`config.mk`:
```
export PLATFORM = sky130hd
export DESIGN_NAME = murmur2_64_hash
export DESIGN_NICKNAME = d
export VERILOG_FILES = /design/src/rtl/core/m2h_pkg.sv /design/src/rtl/core/m2h_front.sv /design/src/rtl/core/m2h_back.sv /design/src/rtl/core/murmur2_64_hash.sv
export VERILOG_INCLUDE_DIRS = /design/src /design/src/rtl/core
export SDC_FILE = /design/constraint.sdc
export NUM_CORES = 2
export LEC_CHECK = 0
export BUFFER_PORTS_ARGS = -buffer_cell sky130_fd_sc_hd__buf_4
export CAP_MARGIN = 15
export CORE_MARGIN = 8
export CORE_UTILIZATION = 65
export CTS_BUF_LIST = sky130_fd_sc_hd__clkbuf_8
export DETAILED_ROUTE_END_ITERATION = 10
export PLACE_DENSITY_LB_ADDON = 0.05
export SYNTH_ARGS = -nofsm -noshare
export SYNTH_HDL_FRONTEND = slang
export SYNTH_HIERARCHICAL = 1
export SYNTH_SLANG_ARGS = --single-unit
```
`constraint.sdc`:
```
create_clock -name i_clk -period 29.5 [get_ports i_clk]
set_input_delay 4.425 -clock i_clk [delete_from_list [all_inputs] [get_ports i_clk]]
set_output_delay 4.425 -clock i_clk [all_outputs]
set_load 0.05 [all_outputs]
```
`src/rtl/core/murmur2_64_hash_assert.svh`:
```
// Assertion macros for the murmur2 64-bit hash engine.
`ifndef MURMUR2_64_HASH_ASSERT_SVH
`define MURMUR2_64_HASH_ASSERT_SVH
`ifndef NO_ASSERTIONS
`define M2H_ASSERT(label, clk, rst_n, prop) \
    label: assert property (@(posedge clk) disable iff (!rst_n) prop) else $error("m2h check");
`define M2H_ASSERT_RST(label, clk, prop) \
    label: assert property (@(posedge clk) prop) else $error("m2h reset check");
`else
`define M2H_ASSERT(label, clk, rst_n, prop)
`define M2H_ASSERT_RST(label, clk, prop)
`endif
`endif

```
`src/rtl/core/m2h_pkg.sv`:
```
// Shared types and constants for the murmur2 64-bit hash engine.
package m2h_pkg;
    localparam logic [63:0] MIX64 = 64'hc6a4a7935bd1e995;
    localparam logic [31:0] MIX32 = 32'h5bd1e995;

    typedef struct packed {
        logic [63:0] data_word;
        logic [3:0]  nbytes;
        logic [30:0] key_length;
        logic        last;
    } t_word;
endpackage

```
`src/rtl/core/m2h_front.sv`:
```
// Input stage: accept words, saturate byte count, push into a two-entry queue.
module m2h_front (
    input  logic           i_clk,
    input  logic           i_rst_n,
    input  logic           i_valid,
    output logic           o_ready,
    input  logic [63:0]    i_data_word,
    input  logic [3:0]     i_valid_bytes,
    input  logic [30:0]    i_key_length,
    input  logic           i_last,
    output logic           o_q_valid,
    output m2h_pkg::t_word o_q_word,
    input  logic           i_q_pop
);
    import m2h_pkg::*;

    t_word      r_mem [2];
    logic       r_wp, r_rp;
    logic [1:0] r_cnt;
    logic       push;
    t_word      w;

    assign o_ready   = (r_cnt != 2'd2);
    assign push      = i_valid && o_ready;
    assign o_q_valid = (r_cnt != 2'd0);
    assign o_q_word  = r_mem[r_rp];

    always_comb begin
        w.data_word  = i_data_word;
        w.key_length = i_key_length;
        w.last       = i_last;
        // non-last words always mix as full blocks
        if (!i_last || i_valid_bytes > 4'd8) w.nbytes = 4'd8;
        else w.nbytes = i_valid_bytes;
    end

    always_ff @(posedge i_clk) begin
        if (push) r_mem[r_wp] <= w;
        if (!i_rst_n) begin
            r_wp <= 1'b0; r_rp <= 1'b0; r_cnt <= 2'd0;
        end else begin
            if (push) r_wp <= ~r_wp;
            if (i_q_pop) r_rp <= ~r_rp;
            r_cnt <= r_cnt + {1'b0, push} - {1'b0, i_q_pop};
        end
    end

    `include "murmur2_64_hash_assert.svh"
    `M2H_ASSERT(a_no_overflow, i_clk, i_rst_n, !(r_cnt == 2'd2 && push && !i_q_pop))
    `M2H_ASSERT(a_no_underflow, i_clk, i_rst_n, !(r_cnt == 2'd0 && i_q_pop))
    `M2H_ASSERT(a_cnt_range, i_clk, i_rst_n, r_cnt != 2'd3)
endmodule

```
`src/rtl/core/m2h_back.sv`:
```
// Hash sequencer: one 32x32 multiplier shared by every mixing step.
module m2h_back (
    input  logic           i_clk,
    input  logic           i_rst_n,
    input  logic [63:0]    i_seed,
    input  logic           i_variant,
    input  logic           i_q_valid,
    input  m2h_pkg::t_word i_q_word,
    output logic           o_q_pop,
    output logic           o_valid,
    input  logic           i_ready,
    output logic [63:0]    o_hash_value
);
    import m2h_pkg::*;

    typedef enum logic [4:0] {
        S_IDLE, S_INIT, S_SEEDX, S_BLK, S_A_K1, S_A_K2, S_A_H, S_A_F2,
        S_B1, S_B2, S_B3, S_B4, S_B5, S_B6, S_BT,
        S_FIN, S_F2, S_F3, S_F4, S_M0, S_M1, S_M2, S_OUT
    } t_state;

    t_state      r_st, r_ret;
    t_word       r_w;
    logic        r_b, r_in_key;
    logic [63:0] r_h, r_mx, r_mp;
    logic [31:0] r_k;
    logic [63:0] r_out;
    logic        r_ov;

    logic [31:0] mul_a, mul_b;
    logic [63:0] mul_y;
    logic [63:0] low_mask;
    logic [31:0] tail32;
    logic [31:0] kmix;
    logic        out_load;

    // 32x32 product, full 64 bits
    assign mul_y = 64'(mul_a) * 64'(mul_b);

    always_comb begin
        low_mask = ~(64'hFFFF_FFFF_FFFF_FFFF << {r_w.nbytes[2:0], 3'b000});
        tail32   = (r_w.nbytes[2] ? r_w.data_word[63:32] : r_w.data_word[31:0])
                   & ~(32'hFFFF_FFFF << {r_w.nbytes[1:0], 3'b000});
        kmix     = r_k ^ (r_k >> 24);
    end

    // multiplier operands per step; S_M0..S_M2 build a 64-bit product mod 2^64
    always_comb begin
        mul_a = '0;
        mul_b = MIX32;
        case (r_st)
            S_M0: begin
                mul_a = r_mx[31:0]; mul_b = MIX64[31:0];
            end
            S_M1: begin
                mul_a = r_mx[31:0]; mul_b = MIX64[63:32];
            end
            S_M2: begin
                mul_a = r_mx[63:32]; mul_b = MIX64[31:0];
            end
            S_B1:       mul_a = r_h[63:32];
            S_B2:       mul_a = r_w.data_word[31:0];
            S_B3, S_B6: mul_a = kmix;
            S_B4:       mul_a = r_h[31:0];
            S_B5:       mul_a = r_w.data_word[63:32];
            S_BT:       mul_a = r_h[31:0] ^ tail32;
            S_FIN:      mul_a = r_h[63:32] ^ (r_h[31:0] >> 18);
            S_F2:       mul_a = r_h[31:0] ^ (r_h[63:32] >> 22);
            S_F3:       mul_a = r_h[63:32] ^ (r_h[31:0] >> 17);
            S_F4:       mul_a = r_h[31:0] ^ (r_h[63:32] >> 19);
            default: ;
        endcase
    end

    assign o_q_pop      = (r_st == S_IDLE) && i_q_valid;
    assign out_load     = (r_st == S_OUT) && (!r_ov || i_ready);
    assign o_valid      = r_ov;
    assign o_hash_value = r_out;

    always_ff @(posedge i_clk) begin
        if (!i_rst_n) begin
            r_st <= S_IDLE; r_ret <= S_IDLE; r_in_key <= 1'b0; r_ov <= 1'b0;
            r_h <= '0;
        end else begin
            r_ov <= out_load || (r_ov && !i_ready);
            if (out_load) r_out <= r_h;
            case (r_st)
                S_IDLE: if (i_q_valid) begin
                    r_w <= i_q_word; r_b <= i_variant; r_in_key <= 1'b1;
                    r_st <= r_in_key ? S_BLK : S_INIT;
                end
                S_INIT: begin
                    if (r_b) begin
                        r_h <= {i_seed[31:0] ^ {1'b0, r_w.key_length}, i_seed[63:32]};
                        r_st <= S_BLK;
                    end else begin
                        r_mx <= {33'd0, r_w.key_length};
                        r_ret <= S_SEEDX; r_st <= S_M0;
                    end
                end
                S_SEEDX: begin
                    r_h <= i_seed ^ r_mp; r_st <= S_BLK;
                end
                S_BLK: begin
                    if (r_w.nbytes == 4'd0) r_st <= S_FIN;
                    else if (r_b) r_st <= (r_w.nbytes >= 4'd4) ? S_B1 : S_BT;
                    else if (r_w.nbytes == 4'd8) begin
                        r_mx <= r_w.data_word; r_ret <= S_A_K1; r_st <= S_M0;
                    end else begin
                        r_mx <= r_h ^ (r_w.data_word & low_mask);
                        r_ret <= S_A_H; r_st <= S_M0;
                    end
                end
                S_A_K1: begin
                    r_mx <= r_mp ^ (r_mp >> 47); r_ret <= S_A_K2; r_st <= S_M0;
                end
                S_A_K2: begin
                    r_mx <= r_h ^ r_mp; r_ret <= S_A_H; r_st <= S_M0;
                end
                S_A_H: begin
                    r_h <= r_mp; r_st <= S_FIN;
                end
                S_A_F2: begin
                    r_h <= r_mp ^ (r_mp >> 47); r_st <= S_OUT;
                end
                S_B1: begin
                    r_h[63:32] <= mul_y[31:0]; r_st <= S_B2;
                end
                S_B2: begin
                    r_k <= mul_y[31:0]; r_st <= S_B3;
                end
                S_B3: begin
                    r_h[63:32] <= r_h[63:32] ^ mul_y[31:0];
                    if (r_w.nbytes == 4'd8) r_st <= S_B4;
                    else if (r_w.nbytes == 4'd4) r_st <= S_FIN;
                    else r_st <= S_BT;
                end
                S_B4: begin
                    r_h[31:0] <= mul_y[31:0]; r_st <= S_B5;
                end
                S_B5: begin
                    r_k <= mul_y[31:0]; r_st <= S_B6;
                end
                S_B6: begin
                    r_h[31:0] <= r_h[31:0] ^ mul_y[31:0]; r_st <= S_FIN;
                end
                S_BT: begin
                    r_h[31:0] <= mul_y[31:0]; r_st <= S_FIN;
                end
                S_FIN: begin
                    if (!r_w.last) r_st <= S_IDLE;
                    else begin
                        r_in_key <= 1'b0;
                        if (r_b) begin
                            r_h[63:32] <= mul_y[31:0]; r_st <= S_F2;
                        end else begin
                            r_mx <= r_h ^ (r_h >> 47); r_ret <= S_A_F2; r_st <= S_M0;
                        end
                    end
                end
                S_F2: begin
                    r_h[31:0] <= mul_y[31:0]; r_st <= S_F3;
                end
                S_F3: begin
                    r_h[63:32] <= mul_y[31:0]; r_st <= S_F4;
                end
                S_F4: begin
                    r_h[31:0] <= mul_y[31:0]; r_st <= S_OUT;
                end
                S_M0: begin
                    r_mp <= mul_y; r_st <= S_M1;
                end
                S_M1: begin
                    r_mp[63:32] <= r_mp[63:32] + mul_y[31:0]; r_st <= S_M2;
                end
                S_M2: begin
                    r_mp[63:32] <= r_mp[63:32] + mul_y[31:0]; r_st <= r_ret;
                end
                S_OUT: if (out_load) r_st <= S_IDLE;
                default: r_st <= S_IDLE;
            endcase
        end
    end

    `include "murmur2_64_hash_assert.svh"
    `M2H_ASSERT(a_pop_idle, i_clk, i_rst_n, o_q_pop |-> r_st == S_IDLE)
    `M2H_ASSERT(a_out_hold, i_clk, i_rst_n, (o_valid && !i_ready) |=> $stable(o_hash_value))
    `M2H_ASSERT(a_out_last, i_clk, i_rst_n, (r_st == S_OUT) |-> r_w.last)
endmodule

```
`src/rtl/core/murmur2_64_hash.sv`:
```
// Top level of the streaming murmur2 64-bit hash engine.
// Each word passes from the two-entry queue into the m2h_back state sequence;
//   64A builds each 64-bit multiply in S_M0..S_M2, 64B does one 32-bit lane multiply per state.
// Words are hashed one at a time (a 64A first-and-last word takes longest), paced
//   by the single shared 32x32 multiplier; a two-word queue decouples the input.
// Reset (i_rst_n low, synchronous): seed and variant clear to 0, no key open.
module murmur2_64_hash (
    input  logic        i_clk,
    input  logic        i_rst_n,
    input  logic        i_cfg_we,
    input  logic        i_cfg_index,
    input  logic [63:0] i_cfg_data,
    input  logic        i_valid,
    output logic        o_ready,
    input  logic [63:0] i_data_word,
    input  logic [3:0]  i_valid_bytes,
    input  logic [30:0] i_key_length,
    input  logic        i_last,
    output logic        o_valid,
    input  logic        i_ready,
    output logic [63:0] o_hash_value
);
    import m2h_pkg::*;

    logic [63:0] r_seed;
    logic        r_variant;
    logic        q_valid, q_pop;
    t_word       q_word;

    // hold configuration registers
    always_ff @(posedge i_clk) begin
        if (!i_rst_n) begin
            r_seed <= '0; r_variant <= 1'b0;
        end else if (i_cfg_we) begin
            if (i_cfg_index == 1'b0) r_seed <= i_cfg_data;
            else r_variant <= i_cfg_data[0];
        end
    end

    m2h_front u_front (
        .i_clk, .i_rst_n, .i_valid, .o_ready, .i_data_word, .i_valid_bytes,
        .i_key_length, .i_last, .o_q_valid(q_valid), .o_q_word(q_word), .i_q_pop(q_pop)
    );

    m2h_back u_back (
        .i_clk, .i_rst_n, .i_seed(r_seed), .i_variant(r_variant),
        .i_q_valid(q_valid), .i_q_word(q_word), .o_q_pop(q_pop),
        .o_valid, .i_ready, .o_hash_value
    );
endmodule

```
==> results.toml <==
[run_status]
status = "complete, but fails checks"
violations = "DRC"

[worst_setup_path]
crit_fanout = 20
rr_worst_depth = 37
cp-start-kind = "flop"
crit_type = "reg -> reg"
crit_path_max_incr_delay_ns = 0.93
cp-end-kind = "flop"
critPathRequiredTime_ns = 30.02
critPathSlowestCell = "xnor2_1"
path_common_cell = "fa_1"
arrival_ns = 13.85

[clock_network]
clock_latency_ns = 0.82
post_cts_buffers = 0
cts_htree_levels = 3
numCtsBuffers = 110
cts-root-buf = "clkbuf_8"
cts_max_path_buffers = 3
cts_tree = "built"
clk_pin_slew_worst_paths_ns = 0.06
cts_sinks = 669
cts_resized = 0
hold_buffers = 0

[route]
wl_mm = 218.9
avgViaCountPerCell = 6.726
drc = 22
avgRoutedWirePerCell_um = 30.99
drtIter0Drc = 8129
dr.pass1.iters = 11
ant_nets = 0
vias = 47500

[yosys]
synth.distinct_cells = 103
yosysWarningCount = 6
synth_cells = 5643
ys_ff_latch = 669
ys_dominant_reg_cell = "edfxtp_1"
yosysSeqAreaShare_pct = 31.95
netlist_area_sq_mm = 0.05836
postSynth.asyncResetShare_pct = 0
synth_edf_count = 525
avgSynthCellArea_sq_um = 10.34

[placement]
post-place-ws_ns = 16.71
dp.cells = 6844
dp_hpwl_mm = 170.9
placement.io_buffers = 235
place_congestion = 1.083

[floorplanning]
io_pins = 236
die_h_um = 315.6
coreArea_sq_mm = 0.08946
rows = 110
dieArea_sq_mm = 0.09963
start_util_pct = 65.24
die_x_um = 315.6

[timing]
setup_tns_ns = 0
fmax_mhz = 74.99
tightest_slew_ns = 1.369
setup_viol_count_final = 0
hold_viol_final = 0
fin_worst_skew_ns = 0.08611
drv_slew = 0
fin_ws_ns = 16.17
slew_headroom_pct = 8.421
period_minus_slack_ns = 13.33
final.period_utilization_pct = 45.20
rsz0062_at_grt = "false"

[layout]
multiInputGateArea_sq_mm = 0.03528
drive_above_1_share_pct = 12.00
final_cell_mix = "inv_1, fa_1, nand2_1"
final_nets = 7016
syn2layout_area_growth_pct = 8.726
mostFrequentLayoutCell = "inv_1"
ff_latch_area_sq_mm = 0.01865
fillers = 6414
instances_no_fill = 7062

[run]
drv_cap = 0

[worst_hold_path]
holdPathStages = 0
min_path_type = "reg -> reg"

[global_routing]
antenna_found_initial = 17
grt-ovfl-total = 0
grt_usage_pct = 43.66
grt_pass1_wl_mm = 316.0
grt_start_max_net_pins = 80
grt_pass1_vias = 47220
cell usage after synthesis, drive strengths merged, types with 87 or more instances:
master | instances | share of area, %
buf | 91 | 1.0
xor2 | 87 | 1.3
dfxtp | 144 | 4.9
ha | 443 | 9.5
edfxtp | 525 | 27
mux2i | 88 | 1.5
a22oi | 108 | 1.4
a21oi | 267 | 2.3
nor2 | 267 | 1.7
nand2 | 545 | 3.5
o21ai | 429 | 3.7
clkbuf | 246 | 1.6
inv | 809 | 5.2
fa | 622 | 21
mux2 | 107 | 2.1
xnor2 | 128 | 1.9
layout make-up:
type,count,area share (%)
Multi-Input combinational cell,3830,55.59
Sequential cell,669,29.39
Inverter,809,4.790
Timing Repair Buffer,361,4.271
Clock buffer,129,2.798
Tap cell,1176,2.319
Clock inverter,78,0.7947
Antenna cell,10,0.03944
kinds of logic after synthesis:
| group | synth area share [%] |
|---|---|
| AOI/OAI and AO/OA | 14.76 |
| buffers and inverters | 7.821 |
| adders and majority gates | 30.83 |
| and+or+nand+nor | 7.746 |
| DFF | 31.95 |
| xor gates and xnor gates | 3.304 |
| muxes | 3.574 |
| other | 0.01287 |
critical path, delay by kind of cell (launching register included):
kind | cells | cell delay [ns]
AO/OA/AOI/OAI | 10 | 2.55
AND/OR/NAND/NOR | 10 | 3.13
XOR/XNOR | 1 | 0.93
buffers and inverters | 6 | 0.96
adder cells (fa/ha/maj) | 10 | 4.69
flip-flops | 1 | 0.74
stage by stage:
step           area (sq um)  utilization, %  hold WS [ns]
2_1_floorplan         58370               -        0.4064
3_3_place_gp          61140           68.34        0.4241
3_5_place_dp          61140           68.34        0.4314
4_1_cts               63420           70.89        0.4441
5_1_grt               63430           70.90        0.4537
6_report              63450           70.93        0.4410
state kept, by name, summed over array words and instances, names as in the netlist, named ones only:
| name | flops |
|---|---|
| r_seed | 64 |
| r_variant | 1 |
| u_back/o_hash_value | 64 |
| u_back/o_valid | 1 |
| u_back/r_b | 1 |
| u_back/r_h | 64 |
| u_back/r_in_key | 1 |
| u_back/r_k | 32 |
| u_back/r_mp | 64 |
| u_back/r_mx | 64 |
| u_back/r_ret | 3 |
| u_back/r_st | 5 |
| u_back/r_w | 100 |
| u_front/r_cnt | 2 |
| u_front/r_mem | 200 |
| u_front/r_rp | 1 |
| u_front/r_wp | 1 |
routing by layer:
| metal | track usage (%) | up-vias | part of all wire [%] |
|---|---|---|---|
| met1 | 56.11 | 22940 | 36 |
| met3 | 20.61 | 994 | 16 |
| met5 | 2.073 | - | 0.21 |
| met4 | 24.49 | 22 | 7.4 |
| li1 | - | 19760 | - |
| met2 | 60.26 | 3783 | 40 |
final timing paths:
| check | start | endpoint | slack (ns) |
|---|---|---|---|
| max | u_back/r_st[4] | u_back/r_mp[63] | 16.17 |
| min | r_variant | u_back/r_b | 0.44 |
| max reg2reg | u_back/r_st[4] | u_back/r_mp[63] | 16.17 |
| min reg2reg | r_variant | u_back/r_b | 0.44 |
Power is not shown: default switching activity piles up to over one toggle a cycle in this logic, so the estimate is an artifact.
